### config.mk
export PLATFORM = sky130hd
export DESIGN_NAME = mwerms_sqrt
export DESIGN_NICKNAME = d
export VERILOG_FILES = /design/src/rtl/mwerms_pkg.sv /design/src/rtl/mwerms_sqrt.sv
export SDC_FILE = /design/constraint.sdc
export NUM_CORES = 1
export LEC_CHECK = 0
export ABC_AREA = 1
export BUFFER_PORTS_ARGS = -buffer_cell sky130_fd_sc_hd__buf_4
export CORE_UTILIZATION = 56
export DETAILED_ROUTE_END_ITERATION = 16
export PLACE_DENSITY = 0.87
export REMOVE_ABC_BUFFERS = 1
export SETUP_SLACK_MARGIN = 0.15
export SKIP_CTS_REPAIR_TIMING = 1
export SLEW_MARGIN = 5
export SYNTH_ARGS = -nofsm -noshare
export SYNTH_HDL_FRONTEND = slang
export SYNTH_SLANG_ARGS = --single-unit
### constraint.sdc
create_clock -name clk -period 7.4 [get_ports clk]
set_clock_uncertainty 0.1 [all_clocks]
set_input_delay 1.11 -clock clk [delete_from_list [all_inputs] [get_ports clk]]
set_output_delay 1.11 -clock clk [all_outputs]
set_load 0.01 [all_outputs]
### src/rtl/mwerms_pkg.sv
// ----------------------------------------------------------------------------
// mwerms_pkg
// Shared types and constants for the moving-window energy and rms block.
// ----------------------------------------------------------------------------
package mwerms_pkg;

    // Field widths
    localparam int SAMPLE_BITS = 16;
    localparam int POWER_W     = 2 * SAMPLE_BITS;
    localparam int ENERGY_W    = 42;
    localparam int RMS_W       = 16;
    localparam int WL_W        = 11;
    localparam int ROOT_W      = ENERGY_W / 2;

    // Register word indexes on the configuration port
    localparam logic REG_WINDOW_LENGTH = 1'b0;

    // Sample transaction payload
    typedef struct packed {
        logic signed [SAMPLE_BITS-1:0] sample_i;
        logic signed [SAMPLE_BITS-1:0] sample_q;
        logic                          block_start;
    } sample_t;

    // Result transaction payload
    typedef struct packed {
        logic [ENERGY_W-1:0] window_energy;
        logic [RMS_W-1:0]    window_rms;
    } result_t;

    // Sequencer states
    typedef enum logic [2:0] {
        ST_IDLE,
        ST_READ,
        ST_DIV,
        ST_SQRT,
        ST_OUT
    } state_t;

endpackage

### src/rtl/mwerms_sqrt.sv
// ----------------------------------------------------------------------------
// mwerms_sqrt
// Digit-by-digit integer square root, one root bit per cycle.
// ----------------------------------------------------------------------------
module mwerms_sqrt
    import mwerms_pkg::*;
(
    input  logic                clk,
    input  logic                rst_n,
    input  logic                start,
    input  logic [ENERGY_W-1:0] radicand,
    output logic                done,
    output logic [RMS_W-1:0]    root
);

    localparam int CNT_W = $clog2(ROOT_W);
    localparam int REM_W = ROOT_W + 3;

    logic [ENERGY_W-1:0] x_reg, x_next;
    logic [REM_W-1:0]    rem_reg, rem_next;
    logic [ROOT_W-1:0]   root_reg, root_next;
    logic [CNT_W-1:0]    cnt_reg, cnt_next;
    logic                busy_reg, busy_next;
    logic                done_reg, done_next;
    logic [REM_W-1:0]    trial_rem;
    logic [REM_W-1:0]    trial;

    // One root bit per step: bring down two radicand bits and try a 1
    always_comb
    begin
        trial_rem = {rem_reg[REM_W-3:0], x_reg[ENERGY_W-1 -: 2]};
        trial     = {1'b0, root_reg, 2'b01};
        x_next    = x_reg;
        rem_next  = rem_reg;
        root_next = root_reg;
        cnt_next  = cnt_reg;
        busy_next = busy_reg;
        done_next = 1'b0;
        if (start)
        begin
            x_next    = radicand;
            rem_next  = '0;
            root_next = '0;
            cnt_next  = '0;
            busy_next = 1'b1;
        end
        else if (busy_reg)
        begin
            x_next = {x_reg[ENERGY_W-3:0], 2'b00};
            if (trial_rem >= trial)
            begin
                rem_next  = trial_rem - trial;
                root_next = {root_reg[ROOT_W-2:0], 1'b1};
            end
            else
            begin
                rem_next  = trial_rem;
                root_next = {root_reg[ROOT_W-2:0], 1'b0};
            end
            cnt_next = cnt_reg + 1'b1;
            if (cnt_reg == CNT_W'(ROOT_W - 1))
            begin
                busy_next = 1'b0;
                done_next = 1'b1;
            end
        end
    end

    // Control registers
    always_ff @(posedge clk or negedge rst_n)
    begin
        if (!rst_n)
        begin
            busy_reg <= 1'b0;
            done_reg <= 1'b0;
            cnt_reg  <= '0;
        end
        else
        begin
            busy_reg <= busy_next;
            done_reg <= done_next;
            cnt_reg  <= cnt_next;
        end
    end

    // Datapath registers
    always_ff @(posedge clk)
    begin
        x_reg    <= x_next;
        rem_reg  <= rem_next;
        root_reg <= root_next;
    end

    assign done = done_reg;
    assign root = root_reg[RMS_W-1:0];

endmodule

==> flow_summary.toml <==
[pwr]
p_total_mw = 2.20
pwr-share-seq_pct = 29.7
switchingPower_uw = 1000
p_int_mw = 1.21
ir_worst_vdd_mv = 0.150
comb_power_share_pct = 54.5
p_leak_nw = 3.02
power.share.clock_pct = 15.8
powerDensity_nw_per_um2 = 372
swShare_pct = 45.3

[min_path]
hold_path_class = "flip-flop to flip-flop"
min-delay-start = "rem_reg[20]$_SDFFE_PP0P_"

[worst_setup_path]
cp-startpoint = "start"
cp.arrival_ps = 2760
cp.required_ps = 7300
critPathTopFamily = "buffers and inverters"
critPathMaxFanout = 52
critPathCaptureType = "flip-flop"
reg2reg_from = "busy_reg$_DFF_PN0_"
cp_slowest_stage_delay_ps = 590
crit_top_cell = "buf_4"
crit_type = "input pin to flip-flop"
crit_path_top_delay_cell = "buf_4"
cp_num_buf_inv = 3
worstPathCellList = "buf_4 -> nor2_1 -> inv_2 -> buf_4"
cp-start-kind = "input pin"

[routing]
drc = 0
routed_wl_um = 11100
ant_nets = 0
vias_per_cell = 5.12
routedWlPerCell_um = 12.4
firstDrtPassIters = 5
drtIter0Drc = 275
vias = 4586

[timing]
slew_violations = 0
period_share_pct = 38.6
setup-tns-final_ps = 0
setup-violations-final = 0
final_hold_viol_count = 0
whs_ps = 370
min_period_ps = 2860
worst_slew_pin_slew_ps = 970
clock.fmax_mhz = 350
rsz0062_at_grt = "no"
max-slew-margin-rel_pct = 35.1

[cells_and_area]
utilization_pct = 64.2
final_common_cell = "nand2_1"
mostFrequentLayoutCells = "nand2_1, inv_1, buf_4"
num_antenna_cells = 0
nets = 831
area_delta_synth_final_pct = 11.5
final_layout_size_suffix_gt1_share_pct = 14.1
fillers = 809
regArea_um2 = 2300
multi_input_area_um2 = 2420
largest_reg_flops = 42

[yosys]
syn_inst = 723
synth_edf_count = 42
synth_area_um2 = 5320
ys_warn_count = 0
avgSynthCellArea_um2 = 7.36
synth_seq_cells = 92
synth_top_flop_cell = "dfxtp_1"
synth_cell_types = 34
synth_seq_area_share_pct = 43.2
async_reset_ff_share_pct = 7.61

[clock_tree]
clock-sinks = 92
numCtsBuffers = 9
cts_htree_levels = 3
clk_pin_slew_worst_paths_ps = 90
insertion_delay_ps = 360
cts.path.max_buffers = 2
root_buffer = "clkbuf_8"
cts_tree = "done"

[global_routing]
grt_max_degree = 53
overflow = 0
gr-usage-all-layers_pct = 23.6
antenna_found_initial = 0
grt_pass1_wl_um = 18700
grt_pass1_vias = 4269

[placed_design]
dpl.hpwl_um = 8050
gp_congestion = 0.963
io_buffers = 61

[floorplan]
core_um2 = 9240
rows = 35
ios = 62
chipWidth_um = 99.5
start_util_pct = 57.6
dieArea_um2 = 9890
die_height_um = 99.5

[flow_run]
drv_cap = 0

[status]
status = "finished, final reports clean"
per-stage QoR:
step	std cells	setup WS [ps]	area, um2
2_1_floorplan	688	4360	5100
4_1_cts	895	4550	5930
6_report	895	4540	5930
3_3_place_gp	879	4200	5730
3_5_place_dp	879	4160	5730
5_1_grt	895	4310	5930
routing by layer:
metal	part of all wire, %	up-vias	routed length [um]	GRT usage [%]
met5	0	-	0	0
met4	1.8	0	204	10.3
met3	5.3	22	587	4.08
met2	47	142	5240	38.9
met1	45	2067	5030	30.6
li1	-	2355	-	-
power groups by stage:
stage	registers (mW)	clock network [mW]	logic (mW)
floorplan	0.656	0	0.933
global placement	0.664	0	1.15
detailed placement	0.666	0	1.18
CTS	0.655	0.353	1.19
global route	0.663	0.372	1.36
finish	0.656	0.347	1.20
synth_stat cells, types with 2 or more instances:
master,number,area [um2]
nand2_1,274,1030
a21o_1,2,15.0
xnor2_1,4,35.0
nor2_2,3,18.8
clkbuf_1,14,52.6
nor3_1,7,35.0
nor2_1,37,139
a21oi_1,23,115
o22ai_1,20,125
o21ai_1,14,70.1
buf_6,3,33.8
nand3_1,45,225
buf_4,16,120
dfxtp_1,43,861
nand2_2,9,56.3
dfrtp_1,7,175
inv_2,10,37.5
o21ai_0,9,45.0
buf_1,2,7.51
ha_1,25,313
edfxtp_1,42,1260
inv_1,91,342
nor2_4,4,45.0
o21bai_1,4,30.0
xor2_1,3,26.3
nand4_1,4,25.0
worst min-delay path, stage by stage (launching register included):
cell	delay [ps]
dfxtp_1	330
nand2_1	60
nand2_1	40
worst paths after layout:
check	end	slack, ps	cells after the start
max in group asynchronous	cnt_reg[1]$_DFFE_PN0P_	6630	1
setup / recovery	x_reg[35]$_DFFE_PP_	4540	4
hold / removal	rem_reg[20]$_SDFFE_PP0P_	370	2
min in group asynchronous	cnt_reg[2]$_DFFE_PN0P_	440	1
setup reg to reg	rem_reg[17]$_SDFFE_PP0P_	4830	6
hold reg to reg	rem_reg[20]$_SDFFE_PP0P_	370	2
layout make-up:
cell class | instances | share of cell area, %
clock buffers | 10 | 2.15
repair buffers | 62 | 7.85
well taps | 129 | 2.72
multi-input cells | 494 | 40.9
clock inverters | 6 | 1.20
inverters | 102 | 6.46
flip-flops and latches | 92 | 38.7
cells by family (layout without fill, tap and decap cells):
kind of cell	count (synthesis)	in the layout	synth area share, %
simple gates	388	388	30.6
buf+inv	137	180	11.2
flops	92	92	43.2
compound gates	74	74	7.95
fa+ha+maj	25	25	5.88
xor+xnor	7	7	1.15
Note: power is estimated with default switching activity, not from simulation.
