### config.mk
export PLATFORM = sky130hd
export DESIGN_NAME = mwerms_div
export DESIGN_NICKNAME = d
export VERILOG_FILES = /design/src/rtl/mwerms_pkg.sv /design/src/rtl/mwerms_div.sv
export SDC_FILE = /design/constraint.sdc
export NUM_CORES = 1
export LEC_CHECK = 0
export ABC_CLOCK_PERIOD_IN_PS = 2700
export BUFFER_PORTS_ARGS = -buffer_cell sky130_fd_sc_hd__buf_2
export CORE_MARGIN = 2
export CORE_UTILIZATION = 40
export DETAILED_ROUTE_END_ITERATION = 7
export SLEW_MARGIN = 20
export SYNTH_ARGS = -nofsm -noshare
export SYNTH_HDL_FRONTEND = slang
export SYNTH_SLANG_ARGS = --single-unit
### constraint.sdc
create_clock -name clk -period 2.7 [get_ports clk]
set_input_delay 0.54 -clock clk [delete_from_list [all_inputs] [get_ports clk]]
set_output_delay 0.54 -clock clk [all_outputs]
set_load 0.02 [all_outputs]
### src/rtl/mwerms_pkg.sv
// ----------------------------------------------------------------------------
// mwerms_pkg
// Shared types and constants for the moving-window energy and rms block.
// ----------------------------------------------------------------------------
package mwerms_pkg;

    // Field widths
    localparam int SAMPLE_BITS = 16;
    localparam int POWER_W     = 2 * SAMPLE_BITS;
    localparam int ENERGY_W    = 42;
    localparam int RMS_W       = 16;
    localparam int WL_W        = 11;
    localparam int ROOT_W      = ENERGY_W / 2;

    // Register word indexes on the configuration port
    localparam logic REG_WINDOW_LENGTH = 1'b0;

    // Sample transaction payload
    typedef struct packed {
        logic signed [SAMPLE_BITS-1:0] sample_i;
        logic signed [SAMPLE_BITS-1:0] sample_q;
        logic                          block_start;
    } sample_t;

    // Result transaction payload
    typedef struct packed {
        logic [ENERGY_W-1:0] window_energy;
        logic [RMS_W-1:0]    window_rms;
    } result_t;

    // Sequencer states
    typedef enum logic [2:0] {
        ST_IDLE,
        ST_READ,
        ST_DIV,
        ST_SQRT,
        ST_OUT
    } state_t;

endpackage

### src/rtl/mwerms_div.sv
// ----------------------------------------------------------------------------
// mwerms_div
// Restoring divider, one quotient bit per cycle: energy over window length.
// ----------------------------------------------------------------------------
module mwerms_div
    import mwerms_pkg::*;
(
    input  logic                clk,
    input  logic                rst_n,
    input  logic                start,
    input  logic [ENERGY_W-1:0] dividend,
    input  logic [WL_W-1:0]     divisor,
    output logic                done,
    output logic [ENERGY_W-1:0] quotient
);

    localparam int CNT_W = $clog2(ENERGY_W);

    logic [ENERGY_W-1:0] quo_reg, quo_next;
    logic [WL_W-1:0]     rem_reg, rem_next;
    logic [WL_W-1:0]     dvs_reg;
    logic [CNT_W-1:0]    cnt_reg, cnt_next;
    logic                busy_reg, busy_next;
    logic                done_reg, done_next;
    logic [WL_W:0]       trial;
    logic [WL_W:0]       diff;

    // One shift-and-subtract step
    always_comb
    begin
        trial     = {rem_reg, quo_reg[ENERGY_W-1]};
        diff      = trial - {1'b0, dvs_reg};
        quo_next  = quo_reg;
        rem_next  = rem_reg;
        cnt_next  = cnt_reg;
        busy_next = busy_reg;
        done_next = 1'b0;
        if (start)
        begin
            quo_next  = dividend;
            rem_next  = '0;
            cnt_next  = '0;
            busy_next = 1'b1;
        end
        else if (busy_reg)
        begin
            if (trial >= {1'b0, dvs_reg})
            begin
                rem_next = diff[WL_W-1:0];
                quo_next = {quo_reg[ENERGY_W-2:0], 1'b1};
            end
            else
            begin
                rem_next = trial[WL_W-1:0];
                quo_next = {quo_reg[ENERGY_W-2:0], 1'b0};
            end
            cnt_next = cnt_reg + 1'b1;
            if (cnt_reg == CNT_W'(ENERGY_W - 1))
            begin
                busy_next = 1'b0;
                done_next = 1'b1;
            end
        end
    end

    // Control registers
    always_ff @(posedge clk or negedge rst_n)
    begin
        if (!rst_n)
        begin
            busy_reg <= 1'b0;
            done_reg <= 1'b0;
            cnt_reg  <= '0;
        end
        else
        begin
            busy_reg <= busy_next;
            done_reg <= done_next;
            cnt_reg  <= cnt_next;
        end
    end

    // Datapath registers
    always_ff @(posedge clk)
    begin
        quo_reg <= quo_next;
        rem_reg <= rem_next;
        if (start)
        begin
            dvs_reg <= divisor;
        end
    end

    assign done     = done_reg;
    assign quotient = quo_reg;

endmodule

==> results by group <==
Status
  – Run status: completed

Timing
  – Tcrit/Tclk final: 92.38%
  – Final Hold Fails: 0
  – Fmax: 400.9 MHz
  – Slew headroom: 70.57%
  – Fin. max-slew vios: 0
  – Tightest Pin Transition: 0.4369 ns
  – Unrepaired setup endpoints after global routing: no
  – Setup TNS: 0 ns
  – Clk_skew: 0.01054 ns
  – Final setup viols: 0
  – Slack of the critical path: 0.2058 ns
  – Final min period: 2.494 ns

Yosys
  – Seq/Total Area, Yosys: 56.22%
  – Post-synthesis cell count: 272
  – Area contributors post-synth: edfxtp_1 (44%), mux2_2 (13%), dfxtp_1 (6.2%)
  – Area leader, netlist: edfxtp_1
  – FF+latch count, synth: 72
  – Async set-or-reset flop fraction in the synthesized netlist: 11.11%
  – Predominant post-synthesis flop cell: edfxtp_1
  – Syn_area_per_cell: 13.16 µm²
  – Unique masters post-synth: 47
  – Syn Std Cell Area: 3578 µm²
  – Yosys warning total: 0
  – Yosys top cell area share: 44.48%
  – Mapped Nets: 342
  – EDFF count, synth: 53

Critical path
  – Crit path max-delay cell type: fa_1
  – Worst path max stage delay: 0.40 ns
  – Startpoint class of the critical path: flop
  – R2R depth: 9
  – CP Capture Type: flop
  – Crit path cell chain: inv_1 -> ha_1 -> fa_1 -> nor2b_1 -> o31a_1 -> o21ai_2 -> o21ai_4 -> mux2_4 -> a211oi_2
  – Critical Path RT: 2.97 ns
  – Worst Path Max Fanout: 8
  – Setup CP Type: reg2reg
  – Arr. time, crit path: 2.76 ns

CTS
  – Root buffer cell: clkbuf_8
  – H-tree Lvls: 3
  – Post-CTS Hold Fix Bufs: 0
  – CTS tree: built
  – Max clock buf depth: 2
  – CTS clk-pin slew, worst paths: 0.08 ns
  – Clk_lat worst skew: 0.34 ns
  – Setup Buffers After CTS: 0
  – CTS resizes: 0
  – Clock sink count: 72
  – CTS Buf Count: 9

Global route
  – Grt ovf: 0
  – GRT Resource Usage Total: 15.16%
  – Largest net degree at the start of global routing: 43
  – Initial antenna violation count: 0
  – First-pass GRT wire length: 11.70 mm
  – Vias in the first global route: 2497

Routing
  – First-pass detailed-route iteration total: 4
  – Drt total wl: 7.201 mm
  – DR vias: 2485
  – Initial drt markers: 78
  – Post-DR vias/cell: 5.103
  – Antenna-violating nets left: 0
  – DRC: 0
  – Wire length per cell: 14.79 µm

Finish
  – Most frequent cells in the layout: buf_2 (98), edfxtp_1 (53), mux2_2 (42)
  – # fillers: 838
  – Diode count: 0
  – Final #Nets: 444
  – Layout cells sized above 1: 44.06%
  – Max reg flops: 42
  – P&R area growth vs syn: 23.11%
  – Most common cell after layout, fill and taps aside: buf_2
  – Layout Cells excl Fill: 487

Placement
  – Placed insts: 471
  – Dpl ws: 0.2184 ns
  – DP Wirelength: 5.233 mm
  – Placer congestion estimate: 0.7828
  – Buffers on Ports: 98

Floorplan
  – Die Area: 9719 µm²
  – Number of top-level pins: 99
  – Core ar.: 8678 µm²
  – Die H: 98.59 µm
  – Die X: 98.59 µm
  – Num rows: 34
  – Initial core utilization: 41.23%

Power and ir drop
  – PwrDens: 759.3 nW/µm²
  – Peak supply drop: 0.3330 mV
  – Static Leak: 1.887 nW
  – Total power draw: 3.345 mW

Worst hold path
  – Hold Path Class: in2async

Job
  – Max-cap violations: 0
==> logic make-up (layout without fill, tap and decap cells) <==
| logic type | count (synthesis) | after routing | synth area share [%] |
|---|---|---|---|
| fa+ha+maj | 14 | 14 | 5.105 |
| compound gates | 42 | 42 | 8.776 |
| flops | 72 | 72 | 56.22 |
| buf+inv | 28 | 135 | 3.286 |
| mux | 48 | 48 | 15.03 |
| simple gates | 59 | 59 | 9.371 |
| xor+xnor | 9 | 9 | 2.203 |
==> where the power goes <==
part           internal (mW)  switching (mW)
sequential              1.36           0.102
clock                  0.337           0.404
combinational          0.527           0.615
total                   2.22            1.12
==> worst paths after layout <==
check	slack [ns]	from	endpoint
min reg2reg	0.50	rem_reg[4]$_SDFFE_PP0P_	rem_reg[4]$_SDFFE_PP0P_
min in group clk	0.37	divisor[8]	dvs_reg[8]$_DFFE_PP_
max reg2reg	0.21	quotient[41]$_DFFE_PP_	rem_reg[0]$_SDFFE_PP0P_
max in group asynchronous	2.50	rst_n	cnt_reg[3]$_DFFE_PN0P_
min	0.02	rst_n	done$_DFF_PN0_
max	0.21	quotient[41]$_DFFE_PP_	rem_reg[0]$_SDFFE_PP0P_
==> stage by stage <==
stage                     utilization, %  hold WS (ns)  cell area [µm²]
after CTS                          50.76       0.01070             4405
after detailed placement           48.79        0.3939             4234
after floorplan                        -        0.2444             3578
final                              50.76       0.02474             4405
after global placement             48.79        0.3930             4234
after global routing               50.76       0.02799             4405
==> worst max-delay path: cells and delay by family, from the launching register on <==
kind            cells  cell delay (ns)
compound gates      4             0.87
fa+ha+maj           2             0.62
buf+inv             1             0.06
flops               1             0.36
mux                 1             0.34
simple gates        1             0.17
==> routing by layer <==
metal  vias to the layer above  global-route usage [%]  routed length (µm)
met5                         -                       0                   0
met4                         0                   6.322                 128
met3                        11                   4.681                 444
met2                        58                   24.59                3522
met1                      1197                   18.87                3106
li1                       1219                       -                   -
==> synth_stat cells (2+ instances only) <==
cell / n
o21a_1: 2
ha_1: 13
nor2b_1: 2
a211oi_1: 8
mux2_2: 42
o31ai_1: 2
edfxtp_1: 53
nand4_1: 3
o21ai_0: 8
a311oi_1: 2
o22ai_1: 2
nor3_1: 4
or3_1: 2
dfxtp_1: 11
inv_1: 16
nor4bb_1: 3
nand2b_1: 4
o31a_1: 2
nor4b_1: 2
mux2i_1: 5
and2_1: 2
dfrtp_1: 8
a21oi_1: 7
xor2_1: 3
nand2_1: 9
o211ai_1: 3
clkbuf_1: 9
xnor2_1: 6
nor2_1: 21
==> cell type report <==
| class | instances | area (µm²) | area share, % |
|---|---|---|---|
| clock inverter | 6 | 43.79 | 0.9940 |
| timing repair buffer | 103 | 578.1 | 13.12 |
| multi-input combinational | 172 | 1449 | 32.89 |
| tap | 108 | 135.1 | 3.067 |
| sequential | 72 | 2012 | 45.67 |
| inverter | 16 | 60.06 | 1.363 |
| clock buffer | 10 | 127.6 | 2.897 |
Note: power is estimated with default switching activity, not from simulation.
